### src/rtl/nme_pkg.sv
package nme_pkg;

  // Configuration register indexes.
  localparam int REG_IDX_W = 2;
  typedef logic [REG_IDX_W-1:0] reg_idx_t;

  localparam reg_idx_t REG_ECHO_DELAY = 2'd0;
  localparam reg_idx_t REG_ECHO_GAIN  = 2'd1;
  localparam reg_idx_t REG_TAP_COUNT  = 2'd2;

  // Register field widths; the write data is as wide as the widest one.
  localparam int DELAY_W    = 11;
  localparam int GAIN_W     = 16;
  localparam int TAPCNT_W   = 4;
  localparam int CFG_DATA_W = 16;

  typedef logic [DELAY_W-1:0]  delay_t;
  typedef logic [GAIN_W-1:0]   gain_t;
  typedef logic [TAPCNT_W-1:0] tapcnt_t;

  // Register values after reset.
  localparam delay_t  DELAY_RST = 11'd441;
  localparam gain_t   GAIN_RST  = 16'd6554;
  localparam tapcnt_t TAPS_RST  = 4'd1;

  // Unity in Q15 and its position.
  localparam gain_t Q15_ONE   = 16'd32768;
  localparam int    Q15_SHIFT = 15;

endpackage

### src/rtl/nme_div.sv
module nme_div #(
  parameter int SAMPLE_BITS = 16,
  parameter int DEN_W       = 19
) (
  input  logic                            clk,
  input  logic                            rst_n,
  input  logic                            start,
  input  logic signed [SAMPLE_BITS+DEN_W-1:0] num,
  input  logic [DEN_W-1:0]                den,
  output logic                            done,
  output logic signed [SAMPLE_BITS-1:0]   quot
);

  import nme_pkg::*;

  localparam int NUM_W = SAMPLE_BITS + DEN_W;
  localparam int DSH_W = DEN_W + SAMPLE_BITS - 1;
  localparam int CNT_W = $clog2(SAMPLE_BITS);

  logic [NUM_W-1:0]       rem_r;
  logic [DSH_W-1:0]       dsh_r;
  logic [SAMPLE_BITS-1:0] q_r;
  logic                   neg_r;
  logic                   busy_r;
  logic                   done_r;
  logic [CNT_W-1:0]       cnt_r;

  logic [NUM_W-1:0]         num_mag;
  logic                     ge;
  logic signed [SAMPLE_BITS:0] q_s;

  // The quotient magnitude stays below 2^SAMPLE_BITS because the result is a
  // weighted mean of samples, so one restoring step per quotient bit suffices.
  assign num_mag = num[NUM_W-1] ? NUM_W'(-num) : NUM_W'(num);
  assign ge      = rem_r >= NUM_W'(dsh_r);

  // Restoring division on magnitudes, one quotient bit a cycle.
  always_ff @(posedge clk) begin
    if (!rst_n) begin
      busy_r <= 1'b0;
      done_r <= 1'b0;
      cnt_r  <= '0;
    end else begin
      done_r <= 1'b0;
      if (start) begin
        busy_r <= 1'b1;
        cnt_r  <= CNT_W'(SAMPLE_BITS - 1);
      end else if (busy_r) begin
        cnt_r <= cnt_r - 1'b1;
        if (cnt_r == '0) begin
          busy_r <= 1'b0;
          done_r <= 1'b1;
        end
      end
    end
  end

  always_ff @(posedge clk) begin
    if (start) begin
      rem_r <= num_mag;
      dsh_r <= DSH_W'(den) << (SAMPLE_BITS - 1);
      q_r   <= '0;
      neg_r <= num[NUM_W-1];
    end else if (busy_r) begin
      if (ge) begin
        rem_r <= rem_r - NUM_W'(dsh_r);
      end
      dsh_r <= dsh_r >> 1;
      q_r   <= {q_r[SAMPLE_BITS-2:0], ge};
    end
  end

  // Apply the sign and clamp to the sample range.
  always_comb begin
    q_s = neg_r ? -$signed({1'b0, q_r}) : $signed({1'b0, q_r});
    if (q_s > $signed((SAMPLE_BITS+1)'((1 << (SAMPLE_BITS - 1)) - 1))) begin
      quot = {1'b0, {(SAMPLE_BITS-1){1'b1}}};
    end else if (q_s < -$signed((SAMPLE_BITS+1)'(1 << (SAMPLE_BITS - 1)))) begin
      quot = {1'b1, {(SAMPLE_BITS-1){1'b0}}};
    end else begin
      quot = q_s[SAMPLE_BITS-1:0];
    end
  end

  assign done = done_r;

endmodule

### config.mk
export PLATFORM = sky130hd
export DESIGN_NAME = nme_div
export DESIGN_NICKNAME = d
export VERILOG_FILES = /design/src/rtl/nme_pkg.sv /design/src/rtl/nme_div.sv
export SDC_FILE = /design/constraint.sdc
export NUM_CORES = 1
export LEC_CHECK = 0
export BUFFER_PORTS_ARGS = -buffer_cell sky130_fd_sc_hd__buf_2
export CORE_MARGIN = 2
export CORE_UTILIZATION = 30
export CTS_CLUSTER_SIZE = 20
export DETAILED_ROUTE_END_ITERATION = 16
export PLACE_DENSITY = 0.57
export REMOVE_ABC_BUFFERS = 1
export SYNTH_ARGS = -nofsm -noshare
export SYNTH_HDL_FRONTEND = slang
export SYNTH_SLANG_ARGS = --single-unit
### constraint.sdc
create_clock -name clk -period 3.5 [get_ports clk]
set_input_delay 0 -clock clk [delete_from_list [all_inputs] [get_ports clk]]
set_output_delay 0 -clock clk [all_outputs]
set_load 0.05 [all_outputs]
==> results of run 1 <==
[state kept, by name, indices dropped and copies added, names as in the netlist]
signal  count
rem_r      35
dsh_r      34
q_r        16
cnt_r       4
busy_r      1
done        1
neg_r       1
[critical path, cell delays in order, from the launching register on]
cell	delay (ns)
edfxtp_1	0.33
inv_1	0.04
ha_1	0.21
fa_1	0.41
inv_1	0.07
a21oi_1	0.07
o211ai_1	0.39
a21oi_1	0.23
o21ai_0	0.26
o21ai_0	0.28
o31ai_1	0.37
xor2_1	0.19
o22ai_1	0.09
[final timing paths]
check	to	slack [ns]	depth (start not counted)
worst max register to register	rem_r[34]$_DFFE_PP_	0.29	12
worst max-delay path	rem_r[34]$_DFFE_PP_	0.29	12
worst min-delay path	rem_r[5]$_DFFE_PP_	0.07	3
worst min register to register	dsh_r[0]$_SDFFE_PP0P_	0.51	2
[report_power, final]
group | switching, mW | total (mW) | internal (mW)
Clock | 0.428 | 1.02 | 0.596
Combinational | 1.43 | 2.32 | 0.892
Sequential | 0.0787 | 1.46 | 1.38
Total | 1.93 | 4.81 | 2.87
[kinds of logic (layout without fill, tap and decap cells)]
| kind of cell | after synthesis | in the layout | share of synthesized area |
|---|---|---|---|
| AO/OA/AOI/OAI | 222 | 222 | 0.201 |
| XOR/XNOR | 77 | 77 | 0.100 |
| adder cells (fa/ha/maj) | 39 | 39 | 0.0731 |
| buffers and inverters | 94 | 171 | 0.0525 |
| flip-flops | 92 | 92 | 0.355 |
| multiplexers | 35 | 35 | 0.0519 |
| AND/OR/NAND/NOR | 245 | 245 | 0.167 |
[final cells by class]
| class | count | area (um2) | share of cell area |
|---|---|---|---|
| timing repair buffer | 102 | 651 | 0.0824 |
| clock inverter | 4 | 47.5 | 0.00602 |
| tap | 280 | 350 | 0.0444 |
| multi-input combinational | 618 | 4000 | 0.506 |
| clock buffer | 12 | 258 | 0.0326 |
| inverter | 53 | 199 | 0.0252 |
| sequential | 92 | 2390 | 0.303 |
[placed cells by master, fill, tap and decap left out, drive strengths merged, types with 6 or more instances in the layout]
cell type / Yosys / final
a21o: 14 / 14
a21oi: 51 / 51
buf: 9 / 81
clkbuf: 32 / 12
dfxtp: 37 / 37
dlygate4sd3: 0 / 21
edfxtp: 55 / 55
ha: 37 / 37
inv: 53 / 53
mux2i: 35 / 35
nand2: 97 / 97
nand2b: 9 / 9
nand3: 14 / 14
nand4: 9 / 9
nor2: 68 / 68
nor2b: 6 / 6
nor3: 8 / 8
o21a: 6 / 6
o21ai: 88 / 88
o21bai: 6 / 6
o31ai: 17 / 17
o41ai: 7 / 7
or3: 11 / 11
xnor2: 46 / 46
xor2: 31 / 31
[metal layers]
| layer | part of all wire | up-vias | GRT usage |
|---|---|---|---|
| met3 | 0.032 | 19 | 0.0169 |
| li1 | - | 2986 | - |
| met5 | 0 | - | 0 |
| met1 | 0.50 | 2778 | 0.204 |
| met2 | 0.45 | 139 | 0.241 |
| met4 | 0.019 | 0 | 0.0565 |
[timing repair]
action | CTS | global route
endpoints found under the hold margin | 26 | 0
buffers inserted | 0 | 0
endpoints found under the setup margin | 0 | 1
hold buffers | 21 | 0
==> summary.md, run 1 <==
| Metric | Value |
|---|---|
| CTS tree | yes |
| Post-route cell area | 0.00790 mm2 |
| Total CTS buffers | 9 |
| Final wirelength | 17500 um |
| Worst-path fanout max | 4 |
| DPL Wire Length | 13100 um |
| Critical path origin | rem_r[0]$_DFFE_PP_ |
| Clk buf depth | 2 |
| Setup crit end kind | flop |
| Max-slew violation count | 0 |
| Yosys warns | 0 |
| Top post-synthesis cells by area | edfxtp_1 24%, dfxtp_1 11%, ha_1 6.9% |
| Max Cap Viol | 0 |
| Critical Path AT | 3.30 ns |
| IO Pins | 74 |
| Top-count cell post-synth | nand2_1 |
| R2r startpoint | rem_r[0]$_DFFE_PP_ |
| CTS H-tree depth | 3 |
| Worst hold slack | 0.0681 ns |
| Number of global-route vias before repair | 5665 |
| Final hold violations | 0 |
| Final Skew | 0.0111 ns |
| Drt wl/cell | 15.0 um |
| Crit start category | flop |
| Sequential area share after synthesis | 0.355 |
| FF+latch count, synth | 92 |
| Iteration-0 DRC Markers | 459 |
| Layout cell share with drive strength beyond 1 | 0.118 |
| Diode count | 0 |
| Final Cycle Share | 0.917 |
| Placement Setup Slack | 0.352 ns |
| Final setup viols | 0 |
| Post-synth EDFFs | 55 |
| Die area | 0.0237 mm2 |
| Drt drc | 0 |
| Cell Area, Placed | 0.00738 mm2 |
| Clk slew on worst S/H paths | 0.07 ns |
| Status | finished, final reports clean |
| Port Buffers | 73 |
| DP Cell Count | 1124 |
| Rows | 54 |
| RSZ-0062 raised after global routing | no |
| Synth unique cells | 57 |
| Root Buffer | clkbuf_16 |
| Tightest Hold Check Type | input port to flop |
| Synth Flop Type | edfxtp_1 |
| Fillers | 2285 |
| Setup ws final | 0.291 ns |
| Total track usage | 0.149 |
| Mapped Area | 0.00675 mm2 |
| Critical path type | flop to flop |
| Final Wtd Congestion | 0.892 |
| Post-cts repair resize count | 0 |
| Largest net degree at the start of global routing | 59 |
| Final cell count without fillers | 1161 |
| Relative max-transition margin | 0.500 |
| Worst Hold Launch | num[5] |
| Die Y | 154 um |
| Post-layout nets | 971 |
| Initial antenna violation count | 0 |
| Total iterations of the first detailed-routing run | 7 |
| Ys async rst share | 0 |
| Syn_area_per_cell | 8.39 um2 |
| Clock Latency Late Sink | 0.35 ns |
| Post-layout min period | 3.21 ns |
| Yosys top cell area share | 0.245 |
| Fmax | 312 MHz |
| Area growth syn-to-layout | 17.1% |
| Initial core utilization | 0.307 |
| Post-synthesis cell count | 804 |
| Sink Count | 92 |
| Leak pwr | 3.15 nW |
| DR vias/cell | 5.10 |
| Least-Margin Pin Slew | 0.741 ns |
| Power per cell area | 609 mW/mm2 |
| Placeable Area | 0.0220 mm2 |
| Pwr Total | 4.81 mW |
| Most common library cells after synthesis | 97 x nand2_1, 85 x o21ai_0, 68 x nor2_1 |
| Global-route wire length before repair | 28600 um |
| Worst path required time | 3.59 ns |
| Area leader, netlist | edfxtp_1 |
| Final core occ | 0.360 |
| Die Span X | 154 um |
| Grt ovf | 0 |
| Via count | 5922 |
| Setup_tns | 0 ns |
| Worst vdd ir | 209 uV |
| ANT nets after route | 0 |
Power figures use the tool's default switching activity.
==> run 2: changes to the inputs <==
CORE_UTILIZATION = 60   (was 30)
PLACE_DENSITY = 0.92   (was 0.57)
REMOVE_ABC_BUFFERS = unset   (was 1)
==> run 2 against run 1 <==
Net effect: combinational power about the same; critical endpoint is now rem_r[15]$_DFFE_PP_; setup slack gained 0.045 ns; via count grew 2.7%; cell count decreased by 12%; critical path type unchanged.
==> summary.md, run 2 (synthesized netlist as in run 1, its figures left out) <==
| Metric | Value |
|---|---|
| Clk slew on worst S/H paths | 0.09 ns |
| CTS H-tree depth | 3 |
| Port Buffers | 73 |
| Initial antenna violation count | 0 |
| Final hold violations | 0 |
| Max reg flops | 35 |
| Post-route cell area | 0.00756 mm2 |
| Final Cycle Share | 0.904 |
| Least-Margin Pin Slew | 0.742 ns |
| Pwr Total | 4.51 mW |
| CP peak stage delay | 0.40 ns |
| Via count | 6083 |
| Placeable Area | 0.0109 mm2 |
| Die Y | 110 um |
| Area of the multi-input gates | 0.00400 mm2 |
| RSZ-0062 raised after global routing | no |
| Area growth syn-to-layout | 12.1% |
| Syn nets | 899 |
| Drt wl/cell | 15.6 um |
| Max-slew violation count | 0 |
| Worst-path fanout max | 23 |
| Fmax | 316 MHz |
| Final setup viols | 0 |
| Largest net degree at the start of global routing | 79 |
| Diode count | 0 |
| Final wirelength | 15900 um |
| Die area | 0.0121 mm2 |
| Critical Path Slowest Stage Cell | ha_1 |
| Iteration-0 DRC Markers | 730 |
| DR vias/cell | 5.98 |
| Sequential Area | 0.00239 mm2 |
| Clock Latency Late Sink | 0.38 ns |
| Total iterations of the first detailed-routing run | 8 |
| Total CTS buffers | 9 |
| Worst path required time | 3.54 ns |
| Layout cell share with drive strength beyond 1 | 0.116 |
| IO Pins | 74 |
| Total track usage | 0.275 |
| Status | finished, final reports clean |
| Setup crit end kind | flop |
| Max Cap Viol | 0 |
| Initial core utilization | 0.620 |
| Global-route wire length before repair | 26100 um |
| DPL Wire Length | 11600 um |
| Die Span X | 110 um |
| Final Wtd Congestion | 1.01 |
| CTS tree | yes |
| ANT nets after route | 0 |
| Post-layout nets | 968 |
| Relative max-transition margin | 0.505 |
| Critical Path AT | 3.20 ns |
| Critical path type | flop to flop |
| Largest regs | rem_r x35, dsh_r x34, q_r x16 |
| DP Cell Count | 981 |
| Critical-path cell list | inv_1 -> ha_1 -> nand3_1 -> nor3_1 -> o21ai_0 -> nand3_1 -> a21oi_1 -> o21ai_1 -> a31o_2 -> a21o_1 -> buf_4 |
| Rows | 38 |
| Setup repair bufs after CTS | 0 |
| Fillers | 851 |
| Sink Count | 92 |
| Cell Area, Placed | 0.00717 mm2 |
| Power per cell area | 596 mW/mm2 |
| Tightest Hold Check Type | input port to flop |
| Number of global-route vias before repair | 5618 |
| Crit start category | flop |
| Worst vdd ir | 366 uV |
| Grt ovf | 0 |
| Commonest non-fill, non-tap cell in the layout | nand2_1 |
| Root Buffer | clkbuf_8 |
| Most used cell, CP | nand3_1 |
| Setup_tns | 0 ns |
| Clk buf depth | 2 |
| Drt drc | 0 |
| Most flops, register | rem_r |
| Final Skew | 0.0141 ns |
| Post-layout min period | 3.16 ns |
| Leak pwr | 3.07 nW |
| Final cell count without fillers | 1018 |
| Most frequent cells in the layout | 97 x nand2_1, 84 x o21ai_0, 72 x buf_2, 68 x nor2_1, 55 x edfxtp_1 |
[run 2: changes by cell type in the layout (fill, tap and decap cells not counted), sizes merged]
cell,before,now
clkbuf,12,11
inv,53,55
clkinv,3,2
buf,81,78
clkinvlp,0,1
bufinv,1,0
[run 2: critical path, delay by kind of cell, from the launching register on]
family	cells	cell delay [ns]
DFF	1	0.37
and+or+nand+nor	3	0.66
AOI/OAI and AO/OA	5	1.02
adders and majority gates	1	0.40
buffers and inverters	2	0.39
[run 2: what timing repair did]
item | 4_1_cts | 5_1_grt
hold buffers | 21 | 0
endpoints found under the hold margin | 26 | 0
gates resized for setup | 0 | 1
endpoints found under the setup margin | 0 | 23
[run 2: path summary, 6_finish.rpt]
kind                            cells past startpoint                   from                    end  slack, ns
worst max-delay path                               11  dsh_r[8]$_SDFFE_PP0P_    rem_r[15]$_DFFE_PP_       0.34
worst max register to register                     11  dsh_r[8]$_SDFFE_PP0P_    rem_r[15]$_DFFE_PP_       0.34
worst min register to register                      2  dsh_r[7]$_SDFFE_PP0P_  dsh_r[7]$_SDFFE_PP0P_       0.54
worst min-delay path                                4                num[29]    rem_r[29]$_DFFE_PP_       0.05
[run 2: per-layer routing]
layer	vias to the layer above	track usage	routed length [um]
met2	306	0.442	7170
met4	0	0.119	431
li1	2978	-	-
met5	-	0	0
met3	46	0.0441	1460
met1	2753	0.368	6840
[run 2: layout make-up]
cell class                      instances  area share
Multi-Input combinational cell        618       0.529
Sequential cell                        92       0.317
Timing Repair Buffer                   99      0.0814
Clock buffer                           11      0.0187
Inverter                               53      0.0263
Clock inverter                          5     0.00463
Tap cell                              140      0.0232
[run 2: where the power goes]
part           internal [mW]  leakage [nW]  total, mW  switching [mW]
registers               1.38         0.860       1.48          0.0965
clock network          0.280        0.0879      0.677           0.397
logic                  0.885          2.13       2.35            1.46
[run 2: per-stage QoR]
step / worst slack (ns) / hold slack (ns) / utilization
CTS: 0.250 / 0.0492 / 0.694
floorplan: 0.381 / 0.0989 / -
finish: 0.336 / 0.0520 / 0.694
global placement: 0.249 / 0.275 / 0.659
detailed placement: 0.281 / 0.282 / 0.659
global route: 0.0786 / 0.0691 / 0.694
